`src/design/tsrlc_pkg.sv`:
```
// Shared constants, tables, functions and handshake structs for the thermal sensor level control.
// Used by tsrlc_ctrl, tsrlc_dp and the top level; depends on nothing else.
package tsrlc_pkg;

  localparam int TABLE_ENTRIES = 33;
  localparam int ADC_BITS      = 12;
  localparam int MAX_SAMPLES   = 64;

  localparam int SUM_W      = 18;
  localparam int SPR_W      = 7;
  localparam int RMV_W      = 12;
  localparam int TEMP_W     = 9;
  localparam int MV_W       = 16;
  localparam int VCO_W      = 4;
  localparam int BT_W       = 5;
  localparam int PLL_W      = 2;
  localparam int WORD_W     = 21;
  localparam int ROM_W      = 10;
  localparam int CODE_W     = 12;
  localparam int CFG_IDX_W  = 3;
  localparam int CFG_DATA_W = 12;

  localparam int PROD_W     = RMV_W + SUM_W;
  localparam int DIV_CNT_W  = $clog2(PROD_W);
  localparam int ROM_IDX_W  = $clog2(TABLE_ENTRIES);
  localparam int WALK_W     = $clog2(TABLE_ENTRIES + 1);

  localparam logic [SUM_W-1:0] SUM_MAX = '1;
  localparam int T_LOW  = -30;
  localparam int T_STEP = 5;

  localparam logic [VCO_W-1:0] BOOST_VCO = VCO_W'(5);
  localparam logic [BT_W-1:0]  BOOST_BT  = BT_W'(10);

  localparam logic [SPR_W-1:0] SPR_RESET  = SPR_W'(8);
  localparam logic [RMV_W-1:0] RMV_RESET  = RMV_W'(1200);

  localparam logic [PLL_W-1:0] PLL_L0 = PLL_W'(0);
  localparam logic [PLL_W-1:0] PLL_L1 = PLL_W'(1);
  localparam logic [PLL_W-1:0] PLL_L2 = PLL_W'(2);

  localparam logic [WORD_W-1:0] PLL_WORD_L0 = WORD_W'(1398101);
  localparam logic [WORD_W-1:0] PLL_WORD_L1 = WORD_W'(1390000);
  localparam logic [WORD_W-1:0] PLL_WORD_L2 = WORD_W'(1330000);

  typedef enum logic [CFG_IDX_W-1:0] {
    CFG_SAMPLES    = 3'd0,
    CFG_REF_MV     = 3'd1,
    CFG_BOOST_ON   = 3'd2,
    CFG_BOOST_OFF  = 3'd3,
    CFG_PLL_UP1    = 3'd4,
    CFG_PLL_DOWN1  = 3'd5,
    CFG_PLL_UP2    = 3'd6,
    CFG_PLL_DOWN2  = 3'd7
  } cfg_reg_t;

  // Sensor voltage in mV at -30 C .. 130 C, 5 C apart
  localparam logic [ROM_W-1:0] VOLT_ROM [TABLE_ENTRIES] = '{
    10'd384, 10'd392, 10'd403, 10'd411, 10'd418, 10'd424, 10'd434, 10'd443,
    10'd450, 10'd459, 10'd469, 10'd476, 10'd483, 10'd491, 10'd500, 10'd509,
    10'd516, 10'd524, 10'd531, 10'd540, 10'd547, 10'd556, 10'd566, 10'd576,
    10'd583, 10'd595, 10'd602, 10'd611, 10'd618, 10'd628, 10'd634, 10'd643,
    10'd651
  };

  function automatic logic [ROM_W-1:0] rom_at(input logic [ROM_IDX_W-1:0] i);
    logic [ROM_W-1:0] v;
    v = '0;
    if (32'(i) < TABLE_ENTRIES) begin
      v = VOLT_ROM[i];
    end
    return v;
  endfunction

  function automatic logic [WORD_W-1:0] pll_word_of(input logic [PLL_W-1:0] lvl);
    logic [WORD_W-1:0] w;
    case (lvl)
      PLL_L0:  w = PLL_WORD_L0;
      PLL_L1:  w = PLL_WORD_L1;
      PLL_L2:  w = PLL_WORD_L2;
      default: w = '0;
    endcase
    return w;
  endfunction

  typedef struct packed {
    logic accept;
    logic start_mul;
    logic div_step;
    logic walk_step;
    logic load_out;
  } cmd_t;

  typedef struct packed {
    logic last_item;
    logic div_last;
    logic walk_done;
  } status_t;

endpackage

```
`src/design/thermal_sensor_rf_level_control_unit.sv`:
```
// Top level of the thermal sensor level control: sequencer plus datapath, and checks.
// Depends on tsrlc_pkg, tsrlc_ctrl and tsrlc_dp.
//
// Usage: each transfer on the in_ channel carries one sensor/reference code pair and the
// present vco and bt supply settings. Items are summed; the item that completes a batch of
// samples_per_result pairs starts the result computation, other items give no result and
// are taken one per cycle while in_stall is low. A completed batch gives one out_ transfer
// carrying millivolts, temperature, boost and PLL decisions.
// After the last item the sequencer runs the multiply step, the restoring divider (one quotient
// bit per cycle), the ROM walk (one entry per cycle) and the decision step; in_stall is high
// throughout, so no new item is taken until the result is loaded.
// The result sits in an output register: while out_stall holds it, new items are taken again
// and the next batch waits in the decision step until the register frees up. Writes on cfg_ are
// always ready; the user must make them only while the block is idle (the block does not check).
// Reset (rst_n low, synchronous) restores the register defaults, clears the sums, the boost
// and PLL levels and the saved supply settings, and drops any pending result.
module thermal_sensor_rf_level_control_unit (
  input  logic                                 clk,
  input  logic                                 rst_n,
  input  logic                                 cfg_valid,
  output logic                                 cfg_ready,
  input  logic [tsrlc_pkg::CFG_IDX_W-1:0]      cfg_index,
  input  logic [tsrlc_pkg::CFG_DATA_W-1:0]     cfg_wdata,
  input  logic                                 in_valid,
  output logic                                 in_stall,
  input  logic [tsrlc_pkg::CODE_W-1:0]         in_sensor_code,
  input  logic [tsrlc_pkg::CODE_W-1:0]         in_reference_code,
  input  logic [tsrlc_pkg::VCO_W-1:0]          in_present_vco,
  input  logic [tsrlc_pkg::BT_W-1:0]           in_present_bt,
  output logic                                 out_valid,
  input  logic                                 out_stall,
  output logic [tsrlc_pkg::MV_W-1:0]           out_sensor_mv,
  output logic signed [tsrlc_pkg::TEMP_W-1:0]  out_temperature_c,
  output logic                                 out_boost_active,
  output logic                                 out_supply_update,
  output logic [tsrlc_pkg::VCO_W-1:0]          out_vco_setting,
  output logic [tsrlc_pkg::BT_W-1:0]           out_bt_setting,
  output logic [tsrlc_pkg::PLL_W-1:0]          out_pll_band,
  output logic                                 out_pll_update,
  output logic [tsrlc_pkg::WORD_W-1:0]         out_pll_word
);

  tsrlc_pkg::cmd_t    cmd;
  tsrlc_pkg::status_t status;

  assign cfg_ready = 1'b1;

  tsrlc_ctrl u_ctrl (
    .clk       (clk),
    .rst_n     (rst_n),
    .in_valid  (in_valid),
    .in_stall  (in_stall),
    .out_valid (out_valid),
    .out_stall (out_stall),
    .status    (status),
    .cmd       (cmd)
  );

  tsrlc_dp u_dp (
    .clk               (clk),
    .rst_n             (rst_n),
    .cfg_valid         (cfg_valid),
    .cfg_index         (cfg_index),
    .cfg_wdata         (cfg_wdata),
    .in_sensor_code    (in_sensor_code),
    .in_reference_code (in_reference_code),
    .in_present_vco    (in_present_vco),
    .in_present_bt     (in_present_bt),
    .cmd               (cmd),
    .status            (status),
    .out_sensor_mv     (out_sensor_mv),
    .out_temperature_c (out_temperature_c),
    .out_boost_active  (out_boost_active),
    .out_supply_update (out_supply_update),
    .out_vco_setting   (out_vco_setting),
    .out_bt_setting    (out_bt_setting),
    .out_pll_band      (out_pll_band),
    .out_pll_update    (out_pll_update),
    .out_pll_word      (out_pll_word)
  );

  a_pll_band_legal: assert property (@(posedge clk) disable iff (!rst_n)
    out_valid |-> (out_pll_band == tsrlc_pkg::PLL_L0 ||
                   out_pll_band == tsrlc_pkg::PLL_L1 ||
                   out_pll_band == tsrlc_pkg::PLL_L2))
    else $error("pll band out of range");

  a_pll_word_match: assert property (@(posedge clk) disable iff (!rst_n)
    out_valid |-> (out_pll_word == tsrlc_pkg::pll_word_of(out_pll_band)))
    else $error("pll word does not match band");

  a_boost_engage: assert property (@(posedge clk) disable iff (!rst_n)
    (out_valid && out_supply_update && out_boost_active) |->
      (out_vco_setting == tsrlc_pkg::BOOST_VCO && out_bt_setting == tsrlc_pkg::BOOST_BT))
    else $error("boost engage settings wrong");

  a_busy_stalls: assert property (@(posedge clk) disable iff (!rst_n)
    cmd.start_mul |=> in_stall)
    else $error("input taken while divider busy");

endmodule

```
`src/design/tsrlc_ctrl.sv`:
```
// Sequencer for the thermal sensor level control: accumulate, multiply, divide, table walk, decide.
// Depends on tsrlc_pkg; drives tsrlc_dp through cmd_t and reads status_t.
module tsrlc_ctrl (
  input  logic               clk,
  input  logic               rst_n,
  input  logic               in_valid,
  output logic               in_stall,
  output logic               out_valid,
  input  logic               out_stall,
  input  tsrlc_pkg::status_t status,
  output tsrlc_pkg::cmd_t    cmd
);

  typedef enum logic [2:0] {
    S_IDLE,
    S_MUL,
    S_DIV,
    S_WALK,
    S_DECIDE
  } state_t;

  state_t state_r, state_nxt;
  logic   out_valid_r, out_valid_nxt;

  assign in_stall  = (state_r != S_IDLE);
  assign out_valid = out_valid_r;

  always_comb begin
    cmd           = '0;
    state_nxt     = state_r;
    // drop the result once transferred
    out_valid_nxt = out_valid_r && out_stall;
    case (state_r)
      S_IDLE: begin
        if (in_valid) begin
          cmd.accept = 1'b1;
          if (status.last_item) begin
            state_nxt = S_MUL;
          end
        end
      end
      S_MUL: begin
        cmd.start_mul = 1'b1;
        state_nxt     = S_DIV;
      end
      S_DIV: begin
        cmd.div_step = 1'b1;
        if (status.div_last) begin
          state_nxt = S_WALK;
        end
      end
      S_WALK: begin
        cmd.walk_step = 1'b1;
        if (status.walk_done) begin
          state_nxt = S_DECIDE;
        end
      end
      S_DECIDE: begin
        // hold until the output register is free or being drained
        if (!out_valid_r || !out_stall) begin
          cmd.load_out  = 1'b1;
          out_valid_nxt = 1'b1;
          state_nxt     = S_IDLE;
        end
      end
      default: begin
        state_nxt = S_IDLE;
      end
    endcase
  end

  always_ff @(posedge clk) begin
    if (!rst_n) begin
      state_r     <= S_IDLE;
      out_valid_r <= 1'b0;
    end else begin
      state_r     <= state_nxt;
      out_valid_r <= out_valid_nxt;
    end
  end

endmodule

```
`src/design/tsrlc_dp.sv`:
```
// Datapath of the thermal sensor level control: config registers, sums, multiplier,
// restoring divider, ROM walk, hysteresis machines and output register. Depends on tsrlc_pkg.
module tsrlc_dp (
  input  logic                                 clk,
  input  logic                                 rst_n,
  input  logic                                 cfg_valid,
  input  logic [tsrlc_pkg::CFG_IDX_W-1:0]      cfg_index,
  input  logic [tsrlc_pkg::CFG_DATA_W-1:0]     cfg_wdata,
  input  logic [tsrlc_pkg::CODE_W-1:0]         in_sensor_code,
  input  logic [tsrlc_pkg::CODE_W-1:0]         in_reference_code,
  input  logic [tsrlc_pkg::VCO_W-1:0]          in_present_vco,
  input  logic [tsrlc_pkg::BT_W-1:0]           in_present_bt,
  input  tsrlc_pkg::cmd_t                      cmd,
  output tsrlc_pkg::status_t                   status,
  output logic [tsrlc_pkg::MV_W-1:0]           out_sensor_mv,
  output logic signed [tsrlc_pkg::TEMP_W-1:0]  out_temperature_c,
  output logic                                 out_boost_active,
  output logic                                 out_supply_update,
  output logic [tsrlc_pkg::VCO_W-1:0]          out_vco_setting,
  output logic [tsrlc_pkg::BT_W-1:0]           out_bt_setting,
  output logic [tsrlc_pkg::PLL_W-1:0]          out_pll_band,
  output logic                                 out_pll_update,
  output logic [tsrlc_pkg::WORD_W-1:0]         out_pll_word
);

  // configuration
  logic [tsrlc_pkg::SPR_W-1:0]         spr_r;
  logic [tsrlc_pkg::RMV_W-1:0]         rmv_r;
  logic signed [tsrlc_pkg::TEMP_W-1:0] boost_on_r, boost_off_r;
  logic signed [tsrlc_pkg::TEMP_W-1:0] up1_r, down1_r, up2_r, down2_r;

  // control state
  logic [tsrlc_pkg::SUM_W-1:0]  ssum_r, ssum_nxt, rsum_r, rsum_nxt;
  logic [tsrlc_pkg::SPR_W-1:0]  left_r, reload;
  logic                         boost_r, boost_nxt;
  logic [tsrlc_pkg::PLL_W-1:0]  pll_r, pll_nxt;
  logic [tsrlc_pkg::VCO_W-1:0]  saved_vco_r, vco_nxt;
  logic [tsrlc_pkg::BT_W-1:0]   saved_bt_r, bt_nxt;
  logic                         sup_upd, pll_upd;

  // working registers
  logic [tsrlc_pkg::VCO_W-1:0]     last_vco_r;
  logic [tsrlc_pkg::BT_W-1:0]      last_bt_r;
  logic [tsrlc_pkg::PROD_W-1:0]    quo_r;
  logic [tsrlc_pkg::SUM_W-1:0]     div_d_r, rem_r, rem_nxt;
  logic [tsrlc_pkg::SUM_W:0]       rem_sh;
  logic                            q_bit;
  logic [tsrlc_pkg::DIV_CNT_W-1:0] div_cnt_r;
  logic [tsrlc_pkg::WALK_W-1:0]    walk_r;
  logic signed [tsrlc_pkg::TEMP_W-1:0] temp_r, temp_nxt;

  logic [tsrlc_pkg::SUM_W:0]   ssum_add, rsum_add;
  logic [tsrlc_pkg::MV_W-1:0]  mv;
  logic [tsrlc_pkg::ROM_W-1:0] rom_cur, rom_prev;
  logic                        in_range, advance;
  logic [tsrlc_pkg::WALK_W-1:0] walk_prev, idx;
  logic [tsrlc_pkg::MV_W-1:0]   diff_lo, diff_hi;
  logic [tsrlc_pkg::TEMP_W-1:0] temp_bits;

  // reload count: zero counts as one, clamp at the maximum batch size
  always_comb begin
    reload = spr_r;
    if (spr_r == '0) begin
      reload = tsrlc_pkg::SPR_W'(1);
    end else if (32'(spr_r) > tsrlc_pkg::MAX_SAMPLES) begin
      reload = tsrlc_pkg::SPR_W'(tsrlc_pkg::MAX_SAMPLES);
    end
  end

  // saturating accumulate
  always_comb begin
    ssum_add = {1'b0, ssum_r}
             + (tsrlc_pkg::SUM_W+1)'(in_sensor_code[tsrlc_pkg::ADC_BITS-1:0]);
    rsum_add = {1'b0, rsum_r}
             + (tsrlc_pkg::SUM_W+1)'(in_reference_code[tsrlc_pkg::ADC_BITS-1:0]);
    ssum_nxt = ssum_add[tsrlc_pkg::SUM_W] ? tsrlc_pkg::SUM_MAX
                                          : ssum_add[tsrlc_pkg::SUM_W-1:0];
    rsum_nxt = rsum_add[tsrlc_pkg::SUM_W] ? tsrlc_pkg::SUM_MAX
                                          : rsum_add[tsrlc_pkg::SUM_W-1:0];
  end

  // one restoring division step
  always_comb begin
    rem_sh  = {rem_r, quo_r[tsrlc_pkg::PROD_W-1]};
    q_bit   = (rem_sh >= {1'b0, div_d_r});
    rem_nxt = q_bit ? tsrlc_pkg::SUM_W'(rem_sh - {1'b0, div_d_r})
                    : rem_sh[tsrlc_pkg::SUM_W-1:0];
  end

  // saturate on zero divisor or a quotient above 16 bits
  assign mv = ((div_d_r == '0) || (|quo_r[tsrlc_pkg::PROD_W-1:tsrlc_pkg::MV_W]))
            ? '1 : quo_r[tsrlc_pkg::MV_W-1:0];

  // table walk: advance while mv is at or above the current entry
  always_comb begin
    walk_prev = walk_r - tsrlc_pkg::WALK_W'(1);
    rom_cur   = tsrlc_pkg::rom_at(walk_r[tsrlc_pkg::ROM_IDX_W-1:0]);
    rom_prev  = tsrlc_pkg::rom_at(walk_prev[tsrlc_pkg::ROM_IDX_W-1:0]);
    in_range  = (32'(walk_r) < tsrlc_pkg::TABLE_ENTRIES);
    advance   = in_range && (mv >= tsrlc_pkg::MV_W'(rom_cur));
    diff_lo   = mv - tsrlc_pkg::MV_W'(rom_prev);
    diff_hi   = tsrlc_pkg::MV_W'(rom_cur) - mv;
    if (walk_r == '0) begin
      idx = '0;
    end else if (!in_range) begin
      idx = tsrlc_pkg::WALK_W'(tsrlc_pkg::TABLE_ENTRIES - 1);
    end else if (diff_lo < diff_hi) begin
      idx = walk_prev;
    end else begin
      // tie goes to the higher temperature
      idx = walk_r;
    end
    temp_bits = tsrlc_pkg::TEMP_W'(tsrlc_pkg::T_LOW)
              + tsrlc_pkg::TEMP_W'(idx) * tsrlc_pkg::TEMP_W'(tsrlc_pkg::T_STEP);
    temp_nxt  = signed'(temp_bits);
  end

  assign status.last_item = (left_r <= tsrlc_pkg::SPR_W'(1));
  assign status.div_last  = (div_cnt_r == tsrlc_pkg::DIV_CNT_W'(tsrlc_pkg::PROD_W - 1));
  assign status.walk_done = !advance;

  // hysteresis machines
  always_comb begin
    boost_nxt = boost_r;
    vco_nxt   = '0;
    bt_nxt    = '0;
    sup_upd   = 1'b0;
    if (!boost_r && (temp_r >= boost_on_r)) begin
      boost_nxt = 1'b1;
      sup_upd   = 1'b1;
      vco_nxt   = tsrlc_pkg::BOOST_VCO;
      bt_nxt    = tsrlc_pkg::BOOST_BT;
    end else if (boost_r && (temp_r <= boost_off_r)) begin
      boost_nxt = 1'b0;
      sup_upd   = 1'b1;
      vco_nxt   = saved_vco_r;
      bt_nxt    = saved_bt_r;
    end

    pll_nxt = pll_r;
    pll_upd = 1'b0;
    case (pll_r)
      tsrlc_pkg::PLL_L0: begin
        if (temp_r >= up1_r) begin
          pll_nxt = tsrlc_pkg::PLL_L1;
          pll_upd = 1'b1;
        end
      end
      tsrlc_pkg::PLL_L1: begin
        if (temp_r >= up2_r) begin
          pll_nxt = tsrlc_pkg::PLL_L2;
          pll_upd = 1'b1;
        end else if (temp_r <= down1_r) begin
          pll_nxt = tsrlc_pkg::PLL_L0;
          pll_upd = 1'b1;
        end
      end
      tsrlc_pkg::PLL_L2: begin
        if (temp_r <= down2_r) begin
          pll_nxt = tsrlc_pkg::PLL_L1;
          pll_upd = 1'b1;
        end
      end
      default: begin
        pll_nxt = pll_r;
      end
    endcase
  end

  always_ff @(posedge clk) begin
    if (!rst_n) begin
      spr_r       <= tsrlc_pkg::SPR_RESET;
      rmv_r       <= tsrlc_pkg::RMV_RESET;
      boost_on_r  <= tsrlc_pkg::TEMP_W'(60);
      boost_off_r <= tsrlc_pkg::TEMP_W'(40);
      up1_r       <= tsrlc_pkg::TEMP_W'(80);
      down1_r     <= tsrlc_pkg::TEMP_W'(70);
      up2_r       <= tsrlc_pkg::TEMP_W'(110);
      down2_r     <= tsrlc_pkg::TEMP_W'(100);
      ssum_r      <= '0;
      rsum_r      <= '0;
      left_r      <= tsrlc_pkg::SPR_RESET;
      boost_r     <= 1'b0;
      pll_r       <= tsrlc_pkg::PLL_L0;
      saved_vco_r <= '0;
      saved_bt_r  <= '0;
    end else begin
      if (cfg_valid) begin
        case (cfg_index)
          tsrlc_pkg::CFG_SAMPLES:   spr_r       <= cfg_wdata[tsrlc_pkg::SPR_W-1:0];
          tsrlc_pkg::CFG_REF_MV:    rmv_r       <= cfg_wdata[tsrlc_pkg::RMV_W-1:0];
          tsrlc_pkg::CFG_BOOST_ON:  boost_on_r  <= signed'(cfg_wdata[tsrlc_pkg::TEMP_W-1:0]);
          tsrlc_pkg::CFG_BOOST_OFF: boost_off_r <= signed'(cfg_wdata[tsrlc_pkg::TEMP_W-1:0]);
          tsrlc_pkg::CFG_PLL_UP1:   up1_r       <= signed'(cfg_wdata[tsrlc_pkg::TEMP_W-1:0]);
          tsrlc_pkg::CFG_PLL_DOWN1: down1_r     <= signed'(cfg_wdata[tsrlc_pkg::TEMP_W-1:0]);
          tsrlc_pkg::CFG_PLL_UP2:   up2_r       <= signed'(cfg_wdata[tsrlc_pkg::TEMP_W-1:0]);
          tsrlc_pkg::CFG_PLL_DOWN2: down2_r     <= signed'(cfg_wdata[tsrlc_pkg::TEMP_W-1:0]);
          default: begin
          end
        endcase
      end
      if (cmd.accept) begin
        ssum_r <= ssum_nxt;
        rsum_r <= rsum_nxt;
        // reload on the last item of a batch, count down otherwise
        left_r <= status.last_item ? reload : left_r - tsrlc_pkg::SPR_W'(1);
      end
      if (cmd.start_mul) begin
        ssum_r <= '0;
        rsum_r <= '0;
      end
      if (cmd.load_out) begin
        boost_r <= boost_nxt;
        pll_r   <= pll_nxt;
        if (!boost_r && boost_nxt) begin
          saved_vco_r <= last_vco_r;
          saved_bt_r  <= last_bt_r;
        end
      end
    end
  end

  always_ff @(posedge clk) begin
    if (cmd.accept) begin
      last_vco_r <= in_present_vco;
      last_bt_r  <= in_present_bt;
    end
    if (cmd.start_mul) begin
      quo_r     <= tsrlc_pkg::PROD_W'(rmv_r) * tsrlc_pkg::PROD_W'(ssum_r);
      div_d_r   <= rsum_r;
      rem_r     <= '0;
      div_cnt_r <= '0;
      walk_r    <= '0;
    end
    if (cmd.div_step) begin
      quo_r     <= {quo_r[tsrlc_pkg::PROD_W-2:0], q_bit};
      rem_r     <= rem_nxt;
      div_cnt_r <= div_cnt_r + tsrlc_pkg::DIV_CNT_W'(1);
    end
    if (cmd.walk_step) begin
      if (advance) begin
        walk_r <= walk_r + tsrlc_pkg::WALK_W'(1);
      end else begin
        temp_r <= temp_nxt;
      end
    end
    if (cmd.load_out) begin
      out_sensor_mv     <= mv;
      out_temperature_c <= temp_r;
      out_boost_active  <= boost_nxt;
      out_supply_update <= sup_upd;
      out_vco_setting   <= vco_nxt;
      out_bt_setting    <= bt_nxt;
      out_pll_band      <= pll_nxt;
      out_pll_update    <= pll_upd;
      out_pll_word      <= tsrlc_pkg::pll_word_of(pll_nxt);
    end
  end

endmodule
```
`config.mk`:
```
export PLATFORM = sky130hd
export DESIGN_NAME = thermal_sensor_rf_level_control_unit
export DESIGN_NICKNAME = d
export VERILOG_FILES = /design/src/design/tsrlc_pkg.sv /design/src/design/thermal_sensor_rf_level_control_unit.sv /design/src/design/tsrlc_ctrl.sv /design/src/design/tsrlc_dp.sv
export SDC_FILE = /design/constraint.sdc
export NUM_CORES = 1
export LEC_CHECK = 0
export BUFFER_PORTS_ARGS = -buffer_cell sky130_fd_sc_hd__buf_2
export CORE_AREA = 5 5 211 213
export DETAILED_ROUTE_END_ITERATION = 6
export DIE_AREA = 0 0 216 218
export GPL_ROUTABILITY_DRIVEN = 0
export PLACE_DENSITY = 0.72
export RECOVER_POWER = 100
export SYNTH_ARGS = -nofsm -noshare
export SYNTH_HDL_FRONTEND = slang
export SYNTH_SLANG_ARGS = --single-unit
export TNS_END_PERCENT = 30
```
`constraint.sdc`:
```
create_clock -name clk -period 8.55 [get_ports clk]
set_input_delay 0.4275 -clock clk [delete_from_list [all_inputs] [get_ports clk]]
set_output_delay 0.4275 -clock clk [all_outputs]
set_load 0.005 [all_outputs]
```
[Yosys cells after proc, flatten, opt, wreduce, memory -nomap -nowiden]
Memories as Yosys holds them, arrays and structs flattened.
Cells that the tools add are included.
Storage, ports and cells
  memories kept: 2
  word-level logic and storage cells: 180
  memory bits (read-only): 1280
  output and inout bits: 63
  input port bits: 53
  bits in registers: 287
Memories
  (no name shown): depth 64, width 10, rd ports 1, clocked after memory_dff 0, wr ports 0, RTL line tsrlc_pkg.sv:70  | v = VOLT_ROM[i];
  (no name shown): depth 64, width 10, rd ports 1, clocked after memory_dff 0, wr ports 0, RTL line tsrlc_pkg.sv:70
Cells by class
  reductions and logical operators: 33
  bitwise gates (word level): 5
  multiplexer cells: 56
  order comparisons: 15
  add/subtract/negate cells: 10
  eq/ne operators: 21
  multiply operators: 2
Operator list (number)
  $mux 18: 5
  $pmux 21 s3: 1
  $mux 10: 6
  $mux 30: 2
  $add 18x12->19: 2
  $mux 6: 6
  $mul 12x18->30: 1
  $ge 9x9->1: 3
  $le 9x9->1: 3
  $mux 7: 3
  $reduce_and 2->1: 10
  $ge 19x18->1: 1
  $logic_not 18->1: 1
  $mux 3: 6
  $sub 18x18->18: 1
  $ge 16x10->1: 1
  $lt 16x16->1: 1
  $mux 1: 16
  $mux 16: 1
  $sub 10x16->16: 1
  $sub 16x10->16: 1
  $eq 3x3->1 const B: 5
  $pmux 3 s5: 1
  $ge 7x7->1 const B: 2
  other kinds (35): 62

[Longest topological paths before layout]
  depth after elaboration: 13
  depth in mapped cells: 40
  mapped depth without buffers: 39

[Modules after synthesis]
A second synthesis with hierarchy kept.
Unflattened totals
  cell total of the unflattened synthesis: 2533
  area, all modules: 23099.7 um2
Modules (own cells, without submodules)
  tsrlc_dp: sequential area each 6706.4 um2, area an instance 22879.4 um2, cells an instance 2505, instances 1
  tsrlc_ctrl: sequential area each 80.1 um2, area an instance 209.0 um2, cells an instance 26, instances 1
  thermal_sensor_rf_level_control_unit: sequential area each 0.0 um2, area an instance 11.3 um2, cells an instance 2, instances 1

[Least setup slack after synthesis]
Ideal clock, no wire load.
  path kind: register -> register
  from: register u_dp.walk_r[0] in the netlist's numbering
  to: register u_dp.temp_r[8] in the netlist's numbering (data pin)
  period minus slack after synthesis: 7.635 ns
  data arrival time: 7.378 ns
  setup slack: 0.915 ns
  library setup time: 0.258 ns
  path buffers: 1
  required time: 8.292 ns
  stages on the path, launching flop included: 38
  cells stage by stage: dfxtp_1 > clkbuf_1 > inv_1 > ha_1 > xnor2_1 > nand3_1 > nor3_1 > a31o_2 > ha_1 > inv_1 > fa_1 > nand2_1 > nand2_1 > a21oi_1 > o21ai_0 > a21oi_1 > o21ai_0 > a221oi_1 > [2 not listed] > ha_1 > a21o_1 > a21oi_1 > nor2b_1 > o21ai_0 > nand2_1 > a31oi_1 > nand2_1 > xnor2_1 > or2_2 > fa_1 > ha_1 > inv_1 > nor2_1 > nor2_1 > o21bai_1 > a21oi_1 > xnor2_1
On the way
  cells in the longest elaborated chain, start to end: 13
  elaborated cells on any way between the ends: 22
  those cells by class: add/sub (4); mul (1); order compare (3); mux (9); bitwise (2); reduce/logical (1); memory (2)
RTL lines
  start, declared: RTL line tsrlc_dp.sv:49  | logic [tsrlc_pkg::WALK_W-1:0] walk_r;
  start signal, assigned: RTL line tsrlc_dp.sv:242  | walk_r <= walk_r + tsrlc_pkg::WALK_W'(1);
  $sub 6x1->6: RTL line tsrlc_dp.sv:96  | walk_prev = walk_r - tsrlc_pkg::WALK_W'(1);
  $not 6->7 (not written as such): RTL line tsrlc_pkg.sv:70
  $mem_v2 64x10
  $mux 10 (not written as such) (2 in a row): RTL line tsrlc_pkg.sv:70
  $mux 10: RTL line tsrlc_pkg.sv:69  | if (32'(i) < TABLE_ENTRIES) begin
  $sub 16x10->16: RTL line tsrlc_dp.sv:101  | diff_lo = mv - tsrlc_pkg::MV_W'(rom_prev);
  $lt 16x16->1: RTL line tsrlc_dp.sv:107  | end else if (diff_lo < diff_hi) begin
  $mux 6: RTL line tsrlc_dp.sv:107
  $mux 6: RTL line tsrlc_dp.sv:105  | end else if (!in_range) begin
  $mux 6 (*): RTL line tsrlc_dp.sv:103  | if (walk_r == '0) begin
  $mul 6x3->9 (*): RTL line tsrlc_dp.sv:114  | + tsrlc_pkg::TEMP_W'(idx) * tsrlc_pkg::TEMP_W'(tsrlc_pkg::T_STEP);
  $add 9x9->9 (*): RTL line tsrlc_dp.sv:114
  net u_dp.temp_bits, one bit: RTL line tsrlc_dp.sv:58  | logic [tsrlc_pkg::TEMP_W-1:0] temp_bits;
  end signal, assigned: RTL line tsrlc_dp.sv:244  | temp_r <= temp_nxt;
  end, declared: RTL line tsrlc_dp.sv:50  | logic signed [tsrlc_pkg::TEMP_W-1:0] temp_r, temp_nxt;
The timed path passes the listed nets; every way through them passes the cells marked *. The select of a mux whose other input is x is not followed.
A chain may end at the register's enable or synchronous reset.

[Final worst setup path]
  from: register u_dp.walk_r[3] in the netlist's numbering
  to: register u_dp.temp_r[8] in the netlist's numbering (data pin)
The elaborated chain is that of the path after synthesis.

==> results by group <==
Critical path
  • Max incr delay on CP: 0.85 ns
  • CP Max Fanout: 20
  • Worst path arrival time: 8.27 ns
  • Critical Path End Type: flop
  • CP max-delay cell: xnor2_1
  • Worst path required time: 8.86 ns
  • Startpoint Class: flop
  • Crit Path Category: flop to flop

Place
  • Post-placement cell count: ~3.1k
  • DP Area: 23820 um^2
  • Pre-CTS setup slack: 0.2115 ns
  • I/O Buffers: 109
  • Hpwl dp: ~40000 um

Die
  • DIE HEIGHT: 218 um
  • Die ar.: 47090 um^2
  • Die width: 216 um
  • Row cnt: 76
  • IO Count: 116
  • Core region area: about 43000 um^2
  • Starting density of the core: 54.14%

Hold path
  • Worst Hold Class: input port to flop

Finish
  • Area occupied by registers: 6788 um^2
  • Design Area, Final: 24830 um^2
  • Finished Core Util: 58.41%
  • Filler Cell Count: roughly 3.7k
  • Post-Layout Cell Count: approximately 3.2k
  • Syn-to-layout area delta: 7.889%
  • Layout Nets: 3051
  • Most frequent cells in the layout: 388 x nand2_1, 286 x inv_1, 226 x ha_1
  • Area of the multi-input gates: 14600 um^2
  • Commonest non-fill, non-tap cell in the layout: nand2_1
  • Share of cells above drive strength 1: slightly below 6%

Synth
  • Synth Cell Area: 23010 um^2
  • Ys async rst share: 0%
  • Top cell type's share of synthesized area: ~17%
  • Synth cell types: 85
  • Register area share after synthesis: ~30%
  • Syn Area/Cell: 8.951 um^2
  • Area leader, netlist: edfxtp_1
  • Mapped Cells: 2571
  • Synth warn: 0
  • Post-synth EDFFs: approximately 130
  • Largest cells by area after synthesis: edfxtp_1 17%, fa_1 14%, ha_1 12%, dfxtp_1 12%, nand2_1 6.3%
  • FF+latch count, synth: 272
  • Ys flop type: dfxtp_1

Detailed routing
  • Drt first pass iters: 7
  • Initial DRC Count: 1168
  • Via density: 5.745
  • Avg WL per Cell: 17.18 um
  • Final wirelength: 54590 um
  • Vias: 18.26k
  • DRC: 0
  • Post-route ant nets: 0

Timing
  • Setup violators final: 0
  • FMAX: roughly 130 MHz
  • Period minus WS final: 7.957 ns
  • Final hold vios: 0
  • Fin Clk Skew: 0.01702 ns
  • Slew headroom: -138.7%
  • RSZ-0062 raised after global routing: no
  • Final setup margin: 0.5927 ns
  • Worst Tran Pin Value: around 3.6 ns
  • Final count of pins violating max slew: 342
  • Final period utilization: 93.07%
  • TNS Setup: 0 ns

Power and ir drop
  • Switching power: 1788 uW
  • Comb power frac: 40.1%
  • Sw Share: 36.20%
  • PwrDens: 199.0 nW/um^2
  • Leak: 0.01092 uW
  • Part of the power in registers: between 30% and 40%
  • Worst IR Drop VDD: 143.2 uV
  • Clock power share: between 20% and 30%
  • Internal power: ~3200 uW

Status
  • Violated checks: capacitance limit, slew limit
  • Outcome: finished with violations

Clocking
  • Clock Sinks: ~270
  • Cts bufs inserted: 30
  • CTS Root Buffer Type: clkbuf_16
  • Bufs on Longest Clock Path: 3
  • Worst-path clk slew: roughly 0.060 ns
  • CTS tree: yes
  • Depth of the CTS H-tree: 1
  • Clock Latency Late Sink: around 0.58 ns

GRT
  • Global-route wire length before repair: 90440 um
  • Largest net degree at the start of global routing: 91
  • Vias in the first global route: about 18k
  • Initial antenna violation count: 3
  • All-Layer GR Usage: about 23%
  • Grt ovf: 0

Job
  • Max Cap Viol: 7
state kept, by name, indices dropped and copies added, names as in the netlist, 12 cells and up:
signal	cells
u_dp.quo_r	30
u_dp.div_d_r	18
u_dp.rem_r	18
u_dp.rsum_r	18
u_dp.ssum_r	18
u_dp.out_sensor_mv	16
u_dp.rmv_r	12
power by group through the flow:
stage | combinational [uW] | sequential, uW | clock [uW]
after floorplan | 1570 | 1520 | 0
after global placement | 1870 | 1580 | 0
after detailed placement | 1950 | 1590 | 0
after CTS | 1970 | 1560 | 1410
after global routing | 2250 | 1570 | 1470
final | 1980 | 1570 | 1390
stage by stage:
stage	hold WS, ns	total power (uW)
6_report	0.02620	4940
4_1_cts	0.0002385	4940
3_5_place_dp	0.4493	3539
5_1_grt	0.003766	5292
3_3_place_gp	0.4438	3455
2_1_floorplan	0.4264	3092
worst paths after layout:
check                                        from            endpoint  slack (ns)  cells past startpoint
worst min-delay path            in_present_vco[2]  u_dp.last_vco_r[2]        0.03                      1
worst max-delay path               u_dp.walk_r[3]      u_dp.temp_r[8]        0.59                     36
worst max register to register     u_dp.walk_r[3]      u_dp.temp_r[8]        0.59                     36
worst min register to register    u_dp.rsum_r[11]    u_dp.div_d_r[11]        0.47                      0
worst max-delay path, delay by kind of cell, from the launching register on:
family                   cells  cell delay, ns
AO/OA/AOI/OAI               12            2.19
XOR/XNOR                     4            1.25
buffers and inverters        3            0.35
adder cells (fa/ha/maj)      6            1.89
flip-flops                   1            0.54
AND/OR/NAND/NOR             11            1.45
cell type report:
class	count	share of cell area [%]
Sequential cell	272	27.34
Clock buffer	43	3.598
Multi-Input combinational cell	1886	58.79
Antenna cell	2	0.02016
Clock inverter	13	0.7257
Inverter	289	4.369
Tap cell	546	2.751
Timing Repair Buffer	127	2.404
logic make-up (layout without fill, tap and decap cells):
group	after synthesis	count (layout)	synth area share (%)
adder cells (fa/ha/maj)	392	392	26.73
buffers and inverters	417	472	7.247
AO/OA/AOI/OAI	523	523	14.92
other	2	8	0.03263
multiplexers	31	31	1.414
flip-flops	272	272	29.49
AND/OR/NAND/NOR	833	833	16.33
XOR/XNOR	101	101	3.844
per-layer routing:
metal	GRT usage (%)	wire length [um]
met1	29.04	22720
met5	0	0
met4	7.060	1451
met3	3.124	2917
met2	40.71	27500
synthesized netlist by cell type, drive strengths merged, types with 4 or more instances:
cell,number
a2111oi,4
dfxtp,138
or3,6
o211ai,31
nand3,50
a21boi,59
xor2,42
and3,7
o21bai,10
a31oi,22
nor4,9
a211o,7
xnor2,59
ha,226
or4,4
nor2b,32
o21a,22
a211oi,20
nor3b,4
or2,16
a21oi,129
nand2,388
o31a,7
clkbuf,94
nand2b,21
o211a,4
mux2i,28
o22ai,6
o31ai,10
inv,288
a22oi,4
o21ai,113
buf,34
edfxtp,134
and2,69
nand4,19
a21o,41
nor2,163
nor3,37
a41oi,5
fa,166
timing repair:
action / 4_1_cts / 5_1_grt
hold buffers: 1 / 0
setup endpoints to repair: 0 / 4
hold endpoints to repair: 1 / 0
resized for setup: 0 / 9
buffers inserted: 0 / 0
(Power assumes the default switching activity.)
